`config.mk`:
```
export PLATFORM = sky130hd
export DESIGN_NAME = pss_level_calc
export DESIGN_NICKNAME = d
export VERILOG_FILES = /design/src/design/pss_pkg.sv /design/src/design/pss_level_calc.sv
export SDC_FILE = /design/constraint.sdc
export NUM_CORES = 1
export LEC_CHECK = 0
export BUFFER_PORTS_ARGS = -buffer_cell sky130_fd_sc_hd__buf_2
export CORE_AREA = 2 2 72 74
export CTS_CLUSTER_DIAMETER = 80
export DETAILED_ROUTE_END_ITERATION = 10
export DIE_AREA = 0 0 74 76
export SKIP_LAST_GASP = 1
export SYNTH_ARGS = -nofsm -noshare
export SYNTH_HDL_FRONTEND = slang
export SYNTH_SLANG_ARGS = --single-unit
```
`constraint.sdc`:
```
create_clock -name i_clk -period 14.22 [get_ports i_clk]
set_clock_uncertainty 0.15 [all_clocks]
set_input_delay 2.133 -clock i_clk [delete_from_list [all_inputs] [get_ports i_clk]]
set_output_delay 2.133 -clock i_clk [all_outputs]
set_load 0.03 [all_outputs]
```
`src/design/pss_pkg.sv`:
```
// Shared types, field widths, command codes and the push bonus table
// for the priority sweep stack scheduler. No dependencies.
`timescale 1ns / 1ps
`default_nettype none

package pss_pkg;

    // Field widths on the stream ports
    localparam int KIND_W      = 2;
    localparam int ENTRY_W     = 12;
    localparam int PRIO_W      = 7;
    localparam int PROG_W      = 7;
    localparam int LEVEL_OUT_W = 7;
    localparam int S_TDATA_W   = 32;   // entry, move_priority, progress, zero pad
    localparam int M_TDATA_W   = 24;   // entry_out, level_out, zero pad

    // Parameter defaults
    localparam int LEVELS_DEF       = 128;
    localparam int ENTRIES_DEF      = 4096;
    localparam int PROGRESS_MAX_DEF = 104;

    // Command codes carried in tuser
    localparam logic [KIND_W-1:0] KIND_PUSH  = 2'd0;
    localparam logic [KIND_W-1:0] KIND_POP   = 2'd1;
    localparam logic [KIND_W-1:0] KIND_CLEAR = 2'd2;

    // Bonus = round(0.0032n^2 + 0.32n - 3) in exact integer form
    localparam int BONUS_W     = 10;
    localparam int BONUS_TAB_N = 256;
    localparam int BONUS_SQ    = 32;
    localparam int BONUS_LIN   = 3200;
    localparam int BONUS_BIAS  = 5000;
    localparam int BONUS_DEN   = 10000;
    localparam int BONUS_OFS   = 3;

    // Handle reduction counter (at most eight shifted subtracts)
    localparam int RED_K_W = 3;

    typedef logic [BONUS_TAB_N-1:0][BONUS_W-1:0] t_bonus_tab;

    typedef enum logic [3:0] {
        S_IDLE,
        S_PUSH_RED,
        S_PUSH_LVL,
        S_PUSH_WR,
        S_SWEEP,
        S_POP_LINK,
        S_POP_WB,
        S_POP_LOWER,
        S_EMIT
    } t_state;

    // Elaboration-time table, one signed entry per progress value
    function automatic t_bonus_tab build_bonus_tab();
        t_bonus_tab tab;
        int v;
        for (int n = 0; n < BONUS_TAB_N; n++) begin
            v = BONUS_SQ * n * n + BONUS_LIN * n + BONUS_BIAS;
            tab[n] = BONUS_W'(v / BONUS_DEN - BONUS_OFS);
        end
        return tab;
    endfunction

    localparam t_bonus_tab BONUS_TAB = build_bonus_tab();

    // Number of shifted subtracts needed to fold a handle below the store size
    function automatic int red_steps(int entries);
        int k;
        k = 0;
        while ((entries << k) <= ((1 << ENTRY_W) - 1)) begin
            k++;
        end
        return k;
    endfunction

endpackage

`default_nettype wire

```
`src/design/pss_level_calc.sv`:
```
// Push level computation: progress saturation, bonus lookup, add and clamp.
// Depends on pss_pkg for the bonus table and field widths.
`timescale 1ns / 1ps
`default_nettype none

module pss_level_calc #(
    parameter int LEVELS       = pss_pkg::LEVELS_DEF,
    parameter int PROGRESS_MAX = pss_pkg::PROGRESS_MAX_DEF
) (
    input  wire logic                              i_clk,
    input  wire logic                              i_en,
    input  wire logic signed [pss_pkg::PRIO_W-1:0] i_move_priority,
    input  wire logic        [pss_pkg::PROG_W-1:0] i_progress,
    output logic             [$clog2(LEVELS)-1:0]  o_level
);
    import pss_pkg::*;

    localparam int LW    = $clog2(LEVELS);
    localparam int N_W   = $clog2(BONUS_TAB_N);
    localparam int SUM_W = BONUS_W + 1;

    logic        [N_W-1:0]     w_n;
    logic signed [BONUS_W-1:0] w_bonus;
    logic signed [SUM_W-1:0]   w_sum;
    logic        [LW-1:0]      w_level;
    logic        [LW-1:0]      r_level;

    // saturate progress, then look up the bonus
    assign w_n = (N_W'(i_progress) > N_W'(PROGRESS_MAX)) ? N_W'(PROGRESS_MAX)
                                                         : N_W'(i_progress);
    assign w_bonus = $signed(BONUS_TAB[w_n]);
    assign w_sum   = SUM_W'(i_move_priority) + SUM_W'(w_bonus);

    // clamp to the level range
    always_comb begin
        priority if (w_sum < 0) begin
            w_level = '0;
        end else if (w_sum > $signed(SUM_W'(LEVELS - 1))) begin
            w_level = LW'(LEVELS - 1);
        end else begin
            w_level = LW'(w_sum);
        end
    end

    // held until the next push transfer
    always_ff @(posedge i_clk) begin
        if (i_en) begin
            r_level <= w_level;
        end
    end

    assign o_level = r_level;

endmodule

`default_nettype wire

```
==> impl_results.md, run 1 <==
- Worst path required time: 14.10 ns
- Leading register cell type out of synthesis: edfxtp_1
- Final Critical Period: 6.90 ns
- Area leader, netlist: ha_1
- Number of remaining DRC errors: 0
- Sum of net half-perimeters after detailed placement: 3.49 mm
- Max-slew violations: 0
- Vias/cell: 5.80
- Non-filler cells, final: 314
- Count of state elements after synthesis: 7
- CTS root buf: clkbuf_8
- Share of final-layout standard cells stronger than drive strength 1: 13.5%
- Leakage power figure: 0.769 nW
- Number of port buffers: 22
- Most instantiated cells after synthesis: 24 x nor2_1, 24 x o21ai_0, 19 x a21oi_1
- Most area-consuming cells after synthesis: ha_1 13%, edfxtp_1 13%, o21ai_0 7.2%
- Setup Total Neg Slack: 0 ns
- Clock transition at the registers of the reported paths: 0.04 ns
- Pwr dens: 76.2 mW/mm2
- Post-Syn Instances: 231
- Transition time at the pin with the least slew margin: 0.587 ns
- Number of I/O pins: 23
- Effective utilization at floorplan: 34.2%
- Pin count of the biggest net entering global routing: 27
- Count of TritonRoute iterations in the first routing pass: 5
- Placeable Area: 0.00491 mm2
- Num Clock Sinks: 7
- Max frequency: 145 MHz
- Post-Synthesis Cell Area: 0.00168 mm2
- Via count of the first global-routing pass: 1665
- Post-Syn Nets: 266
- Netlist cell types: 56
- Number of placed instances with taps included: 310
- Number of flip-flops under the largest register name: 7
- Ant diodes: 0
- Proportion of synthesized chip area in sequential cells: 12.5%
- Post-cts gate resize count: 0
- Overall track demand over capacity in global routing: 16.4%
- Wire length of the first global-routing pass: 7.71 mm
- Buffer depth of the longest clock path: 2
- Number of flops mapped to enable cells by yosys: 7
- Number of hold violations in the final report: 0
- Initial antenna violation count: 0
- Post-synth top area share: 13.4%
- Placement Rows: 26
- Final number of setup-violating endpoints: 0
- CP Max Fanout: 24
- Run status: finished, final reports clean
- Syn. warnings: 0
- Rel. slew slack: 60.7%
- Number of nets with antenna violations after routing: 0
- Portion of the clock cycle consumed by the worst path in the final layout: 48.5%
- DRT Wirelength: 4.51 mm
- Crit. End Element: flop
- Die area: 0.00562 mm2
- Min Hold Slack: 2.09 ns
- Quantity of hold-fixing buffers added after cts: 0
- Final weighted congestion in routability-driven placement: 0.951
- Number of design-rule violations left by the first detailed-router iteration: 111
- Crit start category: primary input
- Post-route total power: 0.142 mW
- Asr flop ratio synth: 0%
- CTS tree: yes
- Number of levels the H-tree was split into: 1
- Area Growth Syn to Fin: 11.1%
- Routed len/inst: 14.4 um
- Overall die width: 74 um
- Die height: 76 um
- Critical Path AT: 6.78 ns
- Crit path kind: in2reg
- Vias after detailed routing: 1821
- Inserted Clock Buffers: 3
- Worst IR drop on VDD: 48.2 uV
- Net count, final: 280
- Maximum Capacitance Violations: 0
- Worst hold-check path type: in2reg
- Mean instance size in the synthesized netlist: 7.27 um2
- Remaining global-route overflow: 0
- Number of setup buffers added after CTS: 0
- RSZ-0062 raised after global routing: false
==> through the flow <==
| stage | utilization [%] | setup slack [ns] | cell area, um2 |
|---|---|---|---|
| finish | 38.0 | 7.32 | 1870 |
| global route | 38.0 | 6.87 | 1870 |
| CTS | 38.0 | 7.34 | 1870 |
| detailed placement | 37.1 | 7.13 | 1820 |
| global placement | 37.1 | 7.28 | 1820 |
| floorplan | - | 7.85 | 1680 |
==> worst paths after layout <==
kind     startpoint                       end  slack, ns  cells past startpoint
max   i_progress[4]  o_level[5]$_SDFFCE_PN0P_       7.32                     18
min            i_en  o_level[3]$_SDFFCE_PN0P_       2.09                      1
==> placed cells by master, fill, tap and decap left out, drive strengths merged, types with 5 or more instances in the layout <==
cell type / n
nor2: 24
o21ai: 24
buf: 22
a21oi: 20
ha: 18
nand2: 14
inv: 12
nor2b: 10
nor3: 7
a211oi: 7
edfxtp: 7
o32ai: 5
==> layout make-up <==
type,instances,area (um2)
Clock buffer,4,45.0
Timing Repair Buffer,22,110
Inverter,13,48.8
Multi-Input combinational cell,198,1360
Tap cell,70,87.6
Fill cell,514,3050
Sequential cell,7,210
==> logic make-up (layout without fill, tap and decap cells) <==
kind of cell	count (synthesis)	in the layout	synth area share, %
compound gates	95	95	38.1
fa+ha+maj	19	19	14.6
flops	7	7	12.5
simple gates	76	76	22.6
buf+inv	26	39	6.26
xor+xnor	4	4	2.09
mux	4	4	3.87
==> power breakdown <==
part	internal, mW	total, mW	switching (mW)	leakage (nW)
Sequential	0.0283	0.0290	0.000736	0.0680
Combinational	0.0327	0.0860	0.0533	0.679
Clock	0.0193	0.0272	0.00784	0.0228
Total	0.0803	0.142	0.0618	0.769
==> metal layers <==
metal  vias to the layer above  wire [um]  track usage [%]
met4                         0        102             3.82
met1                       815       2040             24.6
met3                        12        315             1.72
li1                        905          -                -
met2                        89       2060             25.0
met5                         -          0                0
==> critical path: stages <==
cell	delay [ns]
buf_2	0.32
nor2_1	0.25
o21ai_0	0.51
inv_1	0.24
ha_1	0.33
nor2_1	0.23
a21oi_2	0.05
mux4_2	0.47
or2_0	0.20
a211oi_1	0.23
ha_1	0.21
inv_1	0.05
fa_1	0.39
nand2b_1	0.18
a21oi_1	0.25
o41a_1	0.32
a211oi_1	0.12
nor4_1	0.28
Note: power is estimated with default switching activity, not from simulation.
==> run 2: changes to the inputs <==
==> constraint.sdc (replaced) <==
create_clock -name i_clk -period 5.7 [get_ports i_clk]
set_clock_uncertainty 0.15 [all_clocks]
set_input_delay 0.855 -clock i_clk [delete_from_list [all_inputs] [get_ports i_clk]]
set_output_delay 0.855 -clock i_clk [all_outputs]
set_load 0.03 [all_outputs]
==> run 2 against run 1 <==
  * Sequential power increased by 150%
  * Critical path depth unchanged
  * Hold slack got worse by 1.3 ns
  * Non-clock buffer count increased by 7
  * Clock-buffer cell count unchanged
  * First-iteration DRC count increased by 35%
  * Final area increased by 2.8%
  * Clock power increased to 2.5 times the previous value
  * Worst setup slack got worse by 6.8 ns
  * Combinational power increased to 2.6 times the previous value
  * Critical endpoint unchanged
  * Largest cell class unchanged
==> impl_results.md, run 2 (synthesized netlist as in run 1, its figures left out) <==
- Number of levels the H-tree was split into: 1
- Ant diodes: 0
- Max-slew violations: 0
- Leakage power figure: 0.804 nW
- Filler Cells Inserted: 517
- Critical path cell sequence: buf_2 -> nand2_1 -> o21ai_1 -> inv_1 -> ha_1 -> nor2_1 -> a21oi_2 -> mux4_2 -> or2_0 -> a211oi_1 -> ha_1 -> inv_1 -> fa_1 -> nand2b_1 -> a21oi_1 -> o41a_1 -> a211oi_1 -> nor4_1
- Number of I/O pins: 23
- Placeable Area: 0.00491 mm2
- Vias after detailed routing: 1878
- Sum of net half-perimeters after detailed placement: 3.47 mm
- CTS root buf: clkbuf_8
- RSZ-0062 raised after global routing: false
- Share of final-layout standard cells stronger than drive strength 1: 15.9%
- Quantity of hold-fixing buffers added after cts: 0
- Num Clock Sinks: 7
- Final weighted congestion in routability-driven placement: 0.887
- Crit. End Element: flop
- CTS tree: yes
- WP buf/inv: 3
- Critical Path Sink: o_level[5]$_SDFFCE_PN0P_
- Sequential cell fraction of total power: 20.0%
- Portion of the clock cycle consumed by the worst path in the final layout: 91.0%
- Die area: 0.00562 mm2
- Crit path kind: in2reg
- Overall track demand over capacity in global routing: 16.3%
- Most common library cell in the layout ignoring fill and taps: nor2_1
- Vias/cell: 5.85
- Area Growth Syn to Fin: 14.2%
- Setup Total Neg Slack: 0 ns
- Power dissipated by switching net loads: 0.156 mW
- Final Critical Period: 5.19 ns
- Wire length of the first global-routing pass: 7.53 mm
- Number of placed instances with taps included: 317
- Count of TritonRoute iterations in the first routing pass: 5
- Net count, final: 287
- Worst hold-check path type: in2reg
- Internal Pwr Total: 0.205 mW
- Met3 demand-to-capacity share in global routing: 2.78%
- Via count of the first global-routing pass: 1635
- Met2 Resource Use GR: 24.8%
- Placement Rows: 26
- Maximum Capacitance Violations: 0
- Area of the multi-input gates: 0.00136 mm2
- Number of port buffers: 22
- Slowest cell on the critical path: mux4_2
- Rel. slew slack: 65.8%
- Crit path from: i_progress[5]
- Final number of setup-violating endpoints: 0
- Pin count of the biggest net entering global routing: 27
- DRT Wirelength: 4.59 mm
- Worst path required time: 5.58 ns
- Maximum cell stage delay along the critical path: 0.47 ns
- Number of design-rule violations left by the first detailed-router iteration: 150
- Number of hold violations in the final report: 0
- Max frequency: 193 MHz
- Clock transition at the registers of the reported paths: 0.04 ns
- Worst IR drop on VDD: 121 uV
- Number of remaining DRC errors: 0
- CP Max Fanout: 11
- Routed len/inst: 14.3 um
- Die height: 76 um
- Overall die width: 74 um
- Sequential standard cell area: 210 um2
- Clock power frac: 18.9%
- Number of nets with antenna violations after routing: 0
- Critical Path AT: 5.07 ns
- Crit start category: primary input
- Pwr dens: 188 mW/mm2
- Number of flip-flops under the largest register name: 7
- Hold path startpoint: i_en
- Global-route track usage on met1: 24.3%
- Global route hottest layer: met2
- Fraction of power spent switching nets: 43.2%
- Non-filler cells, final: 321
- Buffer depth of the longest clock path: 2
- Run status: finished, final reports clean
- Initial antenna violation count: 0
- Cell family contributing the most delay on the critical path: compound AO/OA/AOI/OAI gates
- Most used cells in the layout excluding fill and tap cells: 24 x nor2_1, 22 x o21ai_0, 22 x buf_2, 19 x a21oi_1, 18 x ha_1
- Remaining global-route overflow: 0
- Transition time at the pin with the least slew margin: 0.506 ns
- Logic depth of the worst path, buffers included: 18
- Effective utilization at floorplan: 34.2%
- Combinational fraction of design power: 61.1%
- Inserted Clock Buffers: 3
run 2: changes by cell type in the layout (fill, tap and decap cells not counted):
cell,before,now
o21ai_0,24,22
buf_4,0,7
o21ai_1,0,2
run 2: final cells by class:
| cell class | instances | share of cell area (%) |
|---|---|---|
| Sequential cell | 7 | 11.0 |
| Timing Repair Buffer | 29 | 8.48 |
| Inverter | 13 | 2.54 |
| Clock buffer | 4 | 2.35 |
| Multi-Input combinational cell | 198 | 71.1 |
| Tap cell | 70 | 4.57 |
run 2: worst min path at each step:
stage / slack (ns) / cells past startpoint / to
floorplan: 0.82 / 0 / o_level[0]$_SDFFCE_PN0P_
global placement: 1.04 / 1 / o_level[6]$_SDFFCE_PN0P_
detailed placement: 1.04 / 1 / o_level[5]$_SDFFCE_PN0P_
CTS: 0.81 / 1 / o_level[5]$_SDFFCE_PN0P_
global route: 0.82 / 1 / o_level[5]$_SDFFCE_PN0P_
finish: 0.81 / 1 / o_level[6]$_SDFFCE_PN0P_
run 2: repair_timing:
action	in CTS	in global routing
setup endpoints to repair	0	4
gates resized for setup	0	2
buffers inserted	0	0
run 2: layer usage:
metal  up-vias  share of wire [%]
met1       848                 46
met2       105                 45
met3        10                7.9
li1        915                  -
met4         0                1.2
met5         -                  0
run 2: power groups by stage:
stage | clock network, mW | logic, mW | registers, mW
3_5_place_dp | 0 | 0.216 | 0.0731
2_1_floorplan | 0 | 0.143 | 0.0941
3_3_place_gp | 0 | 0.218 | 0.0729
6_report | 0.0683 | 0.220 | 0.0722
4_1_cts | 0.0698 | 0.217 | 0.0723
5_1_grt | 0.0731 | 0.246 | 0.0734
run 2: through the flow:
step	power [mW]	utilization [%]	setup slack (ns)	cell area [um2]	hold WS (ns)
final	0.361	39.0	0.510	1920	0.805
after detailed placement	0.289	38.1	0.149	1870	1.04
after global placement	0.291	38.1	0.263	1870	1.04
after floorplan	0.237	-	0.609	1680	0.817
after global routing	0.393	39.0	0.0706	1920	0.820
after CTS	0.360	39.0	0.361	1920	0.806
